## src/design/cbmt_cmp.sv

```systemverilog
// Shared two's-complement signed compare: a against b
module cbmt_cmp #(
   parameter int unsigned COUNT_BITS = 16
) (
   input  logic signed [COUNT_BITS-1:0] a,
   input  logic signed [COUNT_BITS-1:0] b,
   output logic                         gt,
   output logic                         eq
);

   assign gt = a > b;
   assign eq = a == b;

endmodule

```

## config.mk

```make
export PLATFORM = sky130hd
export DESIGN_NAME = cbmt_cmp
export DESIGN_NICKNAME = d
export VERILOG_FILES = /design/src/design/cbmt_cmp.sv
export SDC_FILE = /design/constraint.sdc
export NUM_CORES = 1
export LEC_CHECK = 0
export BUFFER_PORTS_ARGS = -buffer_cell sky130_fd_sc_hd__buf_2
export CAP_MARGIN = 20
export CORE_AREA = 2 2 39 41
export DETAILED_ROUTE_END_ITERATION = 16
export DIE_AREA = 0 0 41 43
export GPL_TIMING_DRIVEN = 0
export PLACE_DENSITY = 0.68
export SLEW_MARGIN = 20
export SYNTH_ARGS = -nofsm -noshare
export SYNTH_HDL_FRONTEND = slang
export SYNTH_SLANG_ARGS = --single-unit
```

## constraint.sdc

```tcl
create_clock -name vclk -period 2.67
set_clock_uncertainty 0.1 [all_clocks]
set_input_delay 0.534 -clock vclk [all_inputs]
set_output_delay 0.534 -clock vclk [all_outputs]
set_load 0.02 [all_outputs]
```

# Word level (Yosys, flattened, before mapping)
# Cells that the tools add are included.
# word_totals
output_inout_bits,2
reg_bits,0
# op_classes
order_cmp,1
eq_ne,1
# ops
cell,count
16-bit equality test,1
16-bit greater-than comparator,1

# Depth between registers and ports, before layout
# logic_depth
depth_word,1
mapped_depth,7

# Worst setup path after synthesis
# No wires, ideal clock.
# synth_path
path_kind,input-to-output
from,input port b[10]
to,output port gt
path_stages,7
t_required_ns,2.036
arrival_time_ns,1.923
n_path_buf,0
slack_ns,0.113
cell_sequence,inv_1 > ha_1 > a21o_1 > a21oi_1 > a21oi_1 > a211oi_1 > mux2i_1
# synth_via
elab_chain_cells,1
# synth_rtl
item,line,source
from (decl),6,"input logic signed [COUNT_BITS-1:0] b,"
16-bit greater-than comparator,11,assign gt = a > b;
to (decl),7,"output logic gt,"
# Every way passes these cells.

# Worst setup path after layout
# layout_path
from,input port b[14]
to,output port gt
# Same word-level chain as after synthesis.

==> flow_summary.ini <==
[job]
drv_cap = 0

[sta]
fmax_mhz = 394
timing.final.hold_violations = 0
hold-worst-slack_ps = 1480
timing.final.max_slew_violations = 0
period_minus_slack_ps = 2540
tightest_slew_ps = 252
finalCritPeriodShare = 0.952
max_slew_margin = 0.830
setup_viol = 0

[worst_hold_path]
hp-class = in2out

[pwr]
p_seq_frac = 0
vdd_drop_max_mv = 0.0883
switching_power_uw = 49.5
total_power_uw = 103
pwr-share-clk = 0
total_leakage_power_uw = 0.000415
p_comb_frac = 1.000
p_int_uw = 53.4
switching_share = 0.481
power.density_nw_per_um2 = 150

[die]
core_area_um2 = 1380
die_x_um = 41
io_pins = 34
start_util = 0.308
rows = 14
die_y_um = 43
die_area_um2 = 1760

[final_layout]
nets = 145
layout.cells.most_common = buf_2
final_cell_mix = 33 x buf_2, 18 x inv_1, 13 x ha_1
ff_latch_area_um2 = 0
clkbuf_count = 0
final_layout_size_suffix_gt1_frac = 0.442
antenna_cells = 0
seq_cells = 0
area_growth_pct = 61.0

[placement]
hpwl_um = 843
io_buffers = 34
place.gp.congestion = 0.680

[routing]
dr.max_layer_used = met3
met1_length_um = 349
dr.first_iter.drc_count = 2
routed-wl-met2_um = 496
drt-total-wl_um = 910
wl_per_cell_um = 8.20
drtAntennaViolNets = 0
routed-via-count = 499
wl_met3_um = 64
vias_per_cell = 4.50
first_pass_iters = 4
post-route-drc-count = 0

[setup_path]
cp_data_required_time_ps = 2040
critPathArrivalTime_ps = 1910
critPathSlowestCell = ha_1
crit_type = in2out
crit_family = simple AND/OR/NAND/NOR gates
end_kind = output pin
critical_path.cell_chain = buf_2 -> inv_1 -> ha_1 -> nand4_4 -> nor4_4 -> inv_1 -> o21ai_2 -> mux2i_1 -> buf_4
start_kind = input pin
path_max_fanout = 3
crit_path_max_incr_delay_ps = 330
cp_num_buf_inv = 4
path_common_cell = inv_1

[status]
status = finished clean

[global_routing]
grt_max_degree = 6
grt_pass1_vias = 447
grt_pass1_wl_mm = 1.62
track_usage = 0.122
grt_overflow = 0
antenna_found_initial = 0

[clocking]
postCtsHoldBufs = 0

[yosys]
synth_warnings = 0
synth.avg_cell_area_um2 = 6.99
synth_area_um2 = 427
ys_seq_area_frac = 0
syn_nets = 109
synth_cells = 61
synth_cell_types = 12
-- power by group through the flow --
stage	combinational [uW]	clock (uW)	sequential, uW
floorplan	51.4	0	0
global placement	83.7	0	0
detailed placement	86.3	0	0
CTS	86.5	0	0
global route	119	0	0
finish	103	0	0
-- final timing paths --
| check | to | start | cells after the start | slack [ps] |
|---|---|---|---|---|
| setup / recovery | gt | b[14] | 9 | 130 |
| hold / removal | gt | a[15] | 4 | 1480 |
-- tightest hold or removal path, stage by stage --
cell and delay, ps:
buf_2 110, ha_4 170, mux2i_1 80, buf_4 150
-- kinds of logic after synthesis --
logic type,after synthesis,synth area share
buffers and inverters,18,0.158
adder cells (fa/ha/maj),16,0.469
AO/OA/AOI/OAI,15,0.194
AND/OR/NAND/NOR,11,0.155
multiplexers,1,0.0235
-- per-layer routing --
metal / GRT usage / vias to the layer above
li1: - / 277
met1: 0.155 / 207
met2: 0.222 / 15
met3: 0.0105 / 0
met4: 0 / 0
met5: 0 / -
-- repair_timing --
item	in CTS	in global routing
gates resized for setup	0	11
setup endpoints to repair	0	1
endpoints found under the hold margin	0	0
buffers inserted	0	0
-- stage by stage --
step | util | worst slack, ps | area, um^2 | TNS, ps | instances
finish | 0.496 | 129 | 687 | 0 | 111
global route | 0.496 | -3.30 | 687 | -3.30 | 111
CTS | 0.446 | 37.1 | 617 | 0 | 111
detailed placement | 0.446 | 44.2 | 617 | 0 | 111
global placement | 0.446 | 57.0 | 617 | 0 | 111
floorplan | - | 113 | 427 | 0 | 61
-- cell usage after synthesis --
master,count,area share
inv_1,18,0.16
ha_1,16,0.47
a21oi_1,8,0.094
nand2_1,4,0.035
o21ai_0,4,0.047
nand4_1,3,0.044
a21o_1,2,0.035
nor2_1,2,0.018
a211oi_1,1,0.018
mux2i_1,1,0.023
nand4_2,1,0.029
nor4_2,1,0.029
-- layout make-up --
cell class	count	area, um^2
multi-input cells	43	427
fillers	155	697
well taps	16	20.0
inverters	18	67.6
repair buffers	34	173
Note: power is estimated with default switching activity, not from simulation.
