**config.mk**
```make
export PLATFORM = sky130hd
export DESIGN_NAME = cbmt_ctrl
export DESIGN_NICKNAME = d
export VERILOG_FILES = /design/src/design/cbmt_pkg.sv /design/src/design/cbmt_ctrl.sv
export SDC_FILE = /design/constraint.sdc
export NUM_CORES = 1
export LEC_CHECK = 0
export BUFFER_PORTS_ARGS = -buffer_cell sky130_fd_sc_hd__buf_2
export CAP_MARGIN = 20
export CORE_AREA = 2 2 39 41
export DETAILED_ROUTE_END_ITERATION = 12
export DIE_AREA = 0 0 41 43
export GPL_ROUTABILITY_DRIVEN = 0
export SETUP_SLACK_MARGIN = 0.05
export SLEW_MARGIN = 20
export SYNTH_ARGS = -nofsm -noshare
export SYNTH_HDL_FRONTEND = slang
export SYNTH_SLANG_ARGS = --single-unit
```
**constraint.sdc**
```tcl
create_clock -name clock -period 1.9 [get_ports clock]
set_input_delay 0.38 -clock clock [delete_from_list [all_inputs] [get_ports clock]]
set_output_delay 0.38 -clock clock [all_outputs]
set_load 0.03 [all_outputs]
```
**src/design/cbmt_pkg.sv**
```systemverilog
package cbmt_pkg;

   // Request commands
   typedef enum logic [1:0] {
      CMD_INC   = 2'd0,
      CMD_DEC   = 2'd1,
      CMD_CLR   = 2'd2,
      CMD_QUERY = 2'd3
   } cbmt_cmd_type;

   localparam int unsigned IDX_W     = 10;
   localparam int unsigned VAL_W     = 16;
   localparam int unsigned HOLDERS_W = 11;

   typedef struct packed {
      cbmt_cmd_type      command;
      logic [IDX_W-1:0]  counter_index;
   } cbmt_req_type;

   typedef struct packed {
      logic signed [VAL_W-1:0] counter_value;
      logic signed [VAL_W-1:0] max_value;
      logic [HOLDERS_W-1:0]    max_holders;
   } cbmt_rsp_type;

   typedef enum logic [2:0] {
      ST_CLEAR,
      ST_IDLE,
      ST_UPDATE,
      ST_SCAN,
      ST_DRAIN,
      ST_FINISH
   } cbmt_state_type;

   // Datapath status seen by the sequencer
   typedef struct packed {
      logic accept;
      logic rescan;
      logic addr_last;
      logic out_free;
   } cbmt_status_type;

   // Sequencer controls to the datapath
   typedef struct packed {
      logic req_ready;
      logic clear_wr;
      logic update;
      logic scan_rd;
      logic addr_inc;
      logic addr_zero;
      logic load_rsp;
   } cbmt_ctrl_type;

endpackage

```
**src/design/cbmt_ctrl.sv**
```systemverilog
module cbmt_ctrl
   import cbmt_pkg::*;
(
   input  logic            clock,
   input  logic            reset,
   input  cbmt_status_type status,
   output cbmt_ctrl_type   ctrl
);

   cbmt_state_type state_ff, state_in;

   always_ff @(posedge clock) begin
      if (reset) begin
         state_ff <= ST_CLEAR;
      end else begin
         state_ff <= state_in;
      end
   end

   // next state
   always_comb begin
      state_in = state_ff;
      unique case (state_ff)
         ST_CLEAR: begin
            if (status.addr_last) state_in = ST_IDLE;
         end
         ST_IDLE: begin
            if (status.accept) state_in = ST_UPDATE;
         end
         ST_UPDATE: begin
            if (status.rescan)        state_in = ST_SCAN;
            else if (status.out_free) state_in = ST_IDLE;
            else                      state_in = ST_FINISH;
         end
         ST_SCAN: begin
            if (status.addr_last) state_in = ST_DRAIN;
         end
         ST_DRAIN: begin
            state_in = ST_FINISH;
         end
         ST_FINISH: begin
            if (status.out_free) state_in = ST_IDLE;
         end
         default: state_in = ST_CLEAR;
      endcase
   end

   // outputs
   always_comb begin
      ctrl = '0;
      unique case (state_ff)
         ST_CLEAR: begin
            ctrl.clear_wr  = 1'b1;
            ctrl.addr_inc  = 1'b1;
            ctrl.addr_zero = status.addr_last;
         end
         ST_IDLE: begin
            ctrl.req_ready = 1'b1;
         end
         ST_UPDATE: begin
            ctrl.update   = 1'b1;
            ctrl.load_rsp = !status.rescan && status.out_free;
         end
         ST_SCAN: begin
            ctrl.scan_rd   = 1'b1;
            ctrl.addr_inc  = 1'b1;
            ctrl.addr_zero = status.addr_last;
         end
         ST_DRAIN: begin
         end
         ST_FINISH: begin
            ctrl.load_rsp = status.out_free;
         end
         default: begin
         end
      endcase
   end

endmodule

```
## Word level (Yosys, flattened, before mapping)

Index checks and enable logic that the tools add are counted.

- Register bits: 3
- Latch bits: 0
- Bits in writable memories: 0
- Bits in read-only memories: 0
- Input port bits: 6
- Output and inout bits: 7
- Memories: 0

- $add $sub $neg: 0
- Multiply operators: 0
- Divide/modulo/power cells: 0
- $lt $le $gt $ge: 0
- Equality and inequality tests: 9
- Shifts and indexed selects: 0
- Mux-type cells: 13
- Bitwise gates (word level): 0
- Reduce and logical (&&, ||, !) cells: 5

Operators by type and width:

| cell | number |
|---|---|
| 3-bit two-way mux | 6 |
| 3-bit one-hot mux with 6 select lines | 1 |
| 2-bit != test (second input constant) | 4 |
| 3-bit by 2-bit == test with 1-bit output (second input constant) | 2 |
| 3-bit == test (second input constant) | 2 |
| 1-bit two-way mux | 4 |
| 4-bit AND reduction | 1 |
| 3-bit by 1-bit == test with 1-bit output (second input constant) | 1 |
| 3-bit logical NOT | 1 |
| 2-bit two-way mux | 1 |
| 1-bit one-hot mux with 2 select lines | 1 |
| 2-bit OR reduction | 1 |
| 1-bit logical AND | 1 |
| 1-bit logical NOT | 1 |

## Logic depth before layout (Yosys ltp)

Gate-level depths: netlist of the first run.

- Word-level depth: 3
- Mapped depth: 4
- Mapped depth without buffers: 3

## Least setup slack after synthesis of the first run

No wires, ideal clock.

- Path kind: reg-to-output
- Start point: reg state_ff[1]
- End point: out ctrl[1] (netlist name)
- Arrival: 1.397 ns
- Required time: 1.520 ns
- Path slack: 0.123 ns
- Stages on the path, launching flop included: 5
- Path buffers: 1
- Cells stage by stage: dfxtp_1 > buf_2 > and2b_1 > nor3_2 > and2_1

RTL lines:

| item | line | RTL |
|---|---|---|
| start: declaration | cbmt_ctrl.sv:10 | `cbmt_state_type state_ff, state_in;` |
| start signal: assignment | cbmt_ctrl.sv:16 | `state_ff <= state_in;` |
| end: declaration | cbmt_ctrl.sv:7 | `output cbmt_ctrl_type ctrl` |

==> flow_summary.toml, run 1 <==
[min_path]
hold_path.class = "in -> reg"

[placed_design]
postPlaceCellArea_um2 = 307.8
hpwl_um = 404.1
portBuffers = 12

[detailed_routing]
drt_iter0_markers = 4
viasPerCell = 4.567
route.detailed.drc = 0
drt_wl_total_um = 565
ant_nets = 0
wl_per_cell_um = 9.417
dr.pass1.iters = 4
vias = 274

[clock_network]
cts-buffers-inserted = 3
cts_tree = "done"
post_cts_buffers = 0
cts_buffer_depth = 2
clock_sinks = 3
cts_max_level = 1
cts_root_buf = "clkbuf_4"
clock_latency_ps = 230
clk_pin_slew_worst_paths_ps = 40

[sta]
fin_setup_tns_ps = 0
rsz0062_at_grt = "false"
slew_headroom_pct = 84.67
timing.fmax_ghz = 0.5893
post-route-min-period_ps = 1697
setup_viol = 0
slew_viol_final = 0
worst_slew_pin_slew_ps = 230.0
final-hold-violation-count = 0
fin_skew_ps = 4.599
period_share_pct = 89.32

[logic_synthesis]
netlist_instances = 31
yosysWarnings = 0
syn_avg_cell_area_um2 = 8.032
syn_nets = 37
synth_top_area_share_pct = 24.12
netlist_area_um2 = 249.0
ys_seq_area_share_pct = 24.12
synthFlopType = "dfxtp_1"
synth_area_leaders = "dfxtp_1 24%, nand2_1 6.0%, nor3b_1 6.0%"
synth-seq-cells = 3
ys_top_cells_by_count = "4 x nand2_1, 3 x dfxtp_1"
yosysTopAreaCell = "dfxtp_1"
async_flop_share_pct = 0
synth_edf_count = 0
synth_cell_type_count = 21
synth.most_common_cell = "nand2_1"

[layout]
register_area_um2 = 63.81
regMostFlops = "state_ff"
drive_above_1_share_pct = 52.27
post-route-util_pct = 25.05
synthToLayoutAreaGrowth_pct = 39.20
multi_input_area_um2 = 172.7
postLayoutCellArea_um2 = 346.6
largest_reg_flops = 3
num-nets-final = 51
reg_top3 = "state_ff x3"
antenna_cells = 0
nFillCells = 156

[pwr]
p_per_area_nw_per_um2 = 760.7
vdd_drop_max_mv = 0.2421
p_leak_nw = 0.1416

[critical_path]
path_class = "reg -> out"
critPathLaunchType = "flop"
cp.arrival_ps = 1320
critPathBufInv = 1
critPathMaxStageDelay_ps = 430
cp_cell_sequence = "nor2b_2 > a21oi_1 > nor2b_1 > buf_2"
endpoint_kind = "primary output"
cp_slowest_cell = "dfxtp_2"
critPathTopFamily = "flip-flops"
path_max_fanout = 12
required_ps = 1520

[global_route]
grt_overflow = 0
grt_max_degree = 13
first_global_vias = 227
grt_use_total_pct = 7.600
antenna_found_initial = 0
grt_first_pass_wirelength_um = 876

[floorplanning]
start_util_pct = 17.99
ioPinCount = 13
die_x_um = 41
dieHeight_um = 43
coreArea_um2 = 1384
rows = 14
die_area_um2 = 1763

[outcome]
status = "finished clean"

[job]
cap_violations = 0
placed cells by master (no fill, tap or decap), drive strengths merged, types with 2 or more instances in the layout:
cell type,count
buf,12
nand2,4
clkbuf,4
dfxtp,3
nor3b,2
a21oi,2
o211ai,2
nor2b,2
nor3,2
a211oi,2
worst reg2reg max path: cells and delay by family, from the launching register on:
| family | cells | cell delay (ps) |
|---|---|---|
| AOI/OAI and AO/OA | 1 | 210 |
| and+or+nand+nor | 2 | 310 |
| DFF | 1 | 430 |
metrics by stage:
step	std cells	power (W)	setup WS, ps	hold slack, ps
after floorplan	31	0.0001330	123.1	444.6
after global placement	56	0.0001498	342.9	586.9
after detailed placement	56	0.0001504	311.3	591.2
after CTS	60	0.0002684	93.17	334.4
after global routing	60	0.0002835	78.57	331.1
final	60	0.0002637	203.0	344.1
layout make-up:
type,instances,area share (%)
Clock buffer,4,7.581
Inverter,1,1.083
Multi-Input combinational cell,24,49.82
Sequential cell,3,18.41
Tap cell,16,5.776
Timing Repair Buffer,12,17.33
layer usage:
layer	GRT usage, %	up-vias	share of wire (%)
li1	-	137	-
met1	10.16	127	48
met2	9.063	10	45
met3	3.141	0	6.4
met4	6.000	0	0
met5	0	-	0
report_power, final:
part / leakage (nW) / internal (W) / switching [W]
clock: 0.0150 / 0.0000787 / 0.0000328
combinational: 0.101 / 0.0000290 / 0.0000446
sequential: 0.0258 / 0.0000679 / 0.0000107
path summary, 6_finish.rpt:
check / startpoint / end / slack, ps / cells after the start
hold reg to reg: state_ff[2] / state_ff[2] / 570 / 2
hold / removal: reset / state_ff[2] / 340 / 2
setup reg to reg: state_ff[0] / state_ff[1] / 850 / 3
setup / recovery: state_ff[0] / ctrl[0] / 200 / 4
cells by family (layout without fill, tap and decap cells):
logic type,count (synthesis),in the layout,share of synthesized area [%]
AND/OR/NAND/NOR,15,15,37.19
flip-flops,3,3,24.12
buffers and inverters,4,17,10.05
AO/OA/AOI/OAI,8,8,25.13
XOR/XNOR,1,1,3.518
timing repair:
item | in CTS | in global routing
resized for setup | 1 | 4
hold buffers | 0 | 0
setup endpoints to repair | 1 | 2
pin swaps | 0 | 0
Note: power is estimated with default switching activity, not from simulation.
==> run 2, diff against run 1 <==
--- a/config.mk
+++ b/config.mk
@@ -6,11 +6,12 @@
 export NUM_CORES = 1
 export LEC_CHECK = 0
 export BUFFER_PORTS_ARGS = -buffer_cell sky130_fd_sc_hd__buf_2
-export CAP_MARGIN = 20
+export CAP_MARGIN = 15
 export CORE_AREA = 2 2 39 41
 export DETAILED_ROUTE_END_ITERATION = 12
 export DIE_AREA = 0 0 41 43
 export GPL_ROUTABILITY_DRIVEN = 0
+export RECOVER_POWER = 50
 export SETUP_SLACK_MARGIN = 0.05
 export SLEW_MARGIN = 20
 export SYNTH_ARGS = -nofsm -noshare
==> flow_summary.toml, run 2 (synthesized netlist as in run 1, its figures left out) <==
[detailed_routing]
dr.pass1.iters = 3
viasPerCell = 4.583
drt_iter0_markers = 4
ant_nets = 0
wl_per_cell_um = 9.517
vias = 275
drt_wl_total_um = 571
route.detailed.drc = 0

[pwr]
finalPower_w = 0.0002641
p_per_area_nw_per_um2 = 776.1
p_leak_nw = 0.1389
vdd_drop_max_mv = 0.2440

[job]
cap_violations = 0

[global_route]
first_global_vias = 227
grt_first_pass_wirelength_um = 876
antenna_found_initial = 0
grt_overflow = 0
grt_use_total_pct = 7.600
grt_max_degree = 13

[floorplanning]
rows = 14
die_x_um = 41
die_area_um2 = 1763
dieHeight_um = 43
coreArea_um2 = 1384
start_util_pct = 17.99
ioPinCount = 13

[clock_network]
cts_max_level = 1
post_cts_buffers = 0
clock_sinks = 3
cts_buffer_depth = 2
cts-buffers-inserted = 3
clock_latency_ps = 240
clk_pin_slew_worst_paths_ps = 40
ctsHoldBuffers = 0
cts_root_buf = "clkbuf_4"
cts_tree = "done"

[layout]
final_cell_mix = "11 x buf_2, 4 x nand2_1, 3 x clkbuf_4, 3 x dfxtp_2"
reg_top3 = "state_ff x3"
antenna_cells = 0
postLayoutCellArea_um2 = 340.3
regMostFlops = "state_ff"
final_common_cell = "buf_2"
num-nets-final = 51
synthToLayoutAreaGrowth_pct = 36.68
largest_reg_flops = 3
drive_above_1_share_pct = 47.73

[outcome]
status = "finished clean"

[sta]
period_share_pct = 89.57
setup_slack_ps = 198.2
fin_skew_ps = 7.839
worst_slew_pin_slew_ps = 363.9
post-route-min-period_ps = 1702
fin_setup_tns_ps = 0
slew_headroom_pct = 75.84
setup_viol = 0
timing.fmax_ghz = 0.5876
rsz0062_at_grt = "false"
holdWs_ps = 336.6
slew_viol_final = 0
final-hold-violation-count = 0

[critical_path]
cp_cell_sequence = "nor2b_2 > a21oi_1 > nor2b_1 > buf_2"
cp.arrival_ps = 1320
path_max_fanout = 12
cp_slowest_cell = "dfxtp_2"
critPathLaunchType = "flop"
path_class = "reg -> out"
required_ps = 1520
endpoint_kind = "primary output"
critPathMaxStageDelay_ps = 430

[placed_design]
hpwl_um = 404.1
portBuffers = 12
postPlaceCellArea_um2 = 307.8
pre_cts_ws_ps = 311.3

[min_path]
hold_path.class = "in -> reg"
==> run 2: changes by cell type in the layout (fill, tap and decap cells not counted), sizes merged <==
cell	before	now
clkbuf	4	5
buf	12	11
==> run 2: routing by layer <==
layer | share of wire [%] | routed length, um | vias up | track usage [%]
met3 | 6.3 | 36 | 0 | 3.141
met5 | 0 | 0 | - | 0
met2 | 44 | 254 | 10 | 9.063
met1 | 49 | 281 | 129 | 10.16
li1 | - | - | 136 | -
met4 | 0 | 0 | 0 | 6.000
==> run 2: path summary, 6_finish.rpt <==
check                                 start          end  slack, ps  cells past startpoint
worst max-delay path            state_ff[0]      ctrl[0]        200                      4
worst min register to register  state_ff[2]  state_ff[2]        560                      2
worst max register to register  state_ff[0]  state_ff[2]        850                      3
worst min-delay path                  reset  state_ff[0]        340                      2
==> run 2: area by class of cell <==
class	count	area (um^2)
Fill cell	156	1044
Sequential cell	3	63.81
Multi-Input combinational cell	24	167.7
Timing Repair Buffer	12	58.81
Tap cell	16	20.02
Inverter	1	3.754
Clock buffer	4	26.28
==> run 2: worst max-delay path, delay by kind of cell (launching register included) <==
kind / cells / cell delay (ps)
AO/OA/AOI/OAI: 1 / 100
buffers and inverters: 1 / 200
flip-flops: 1 / 430
AND/OR/NAND/NOR: 2 / 360
==> run 2: where the power goes <==
group          switching [W]  leakage (nW)  internal (W)
clock              0.0000347        0.0150     0.0000788
sequential         0.0000108        0.0258     0.0000679
combinational      0.0000440        0.0982     0.0000280
total              0.0000895         0.139      0.000175
==> run 2: metrics by stage <==
step	cells	utilization [%]
2_1_floorplan	31	-
3_3_place_gp	56	22.24
3_5_place_dp	56	22.24
4_1_cts	60	24.23
5_1_grt	60	24.59
6_report	60	24.59
==> run 2: what timing repair did <==
action                                  4_1_cts  5_1_grt
pin swaps                                     0        0
gates cloned                                  0        0
endpoints found under the setup margin        1        2
gates resized for setup                       1        4
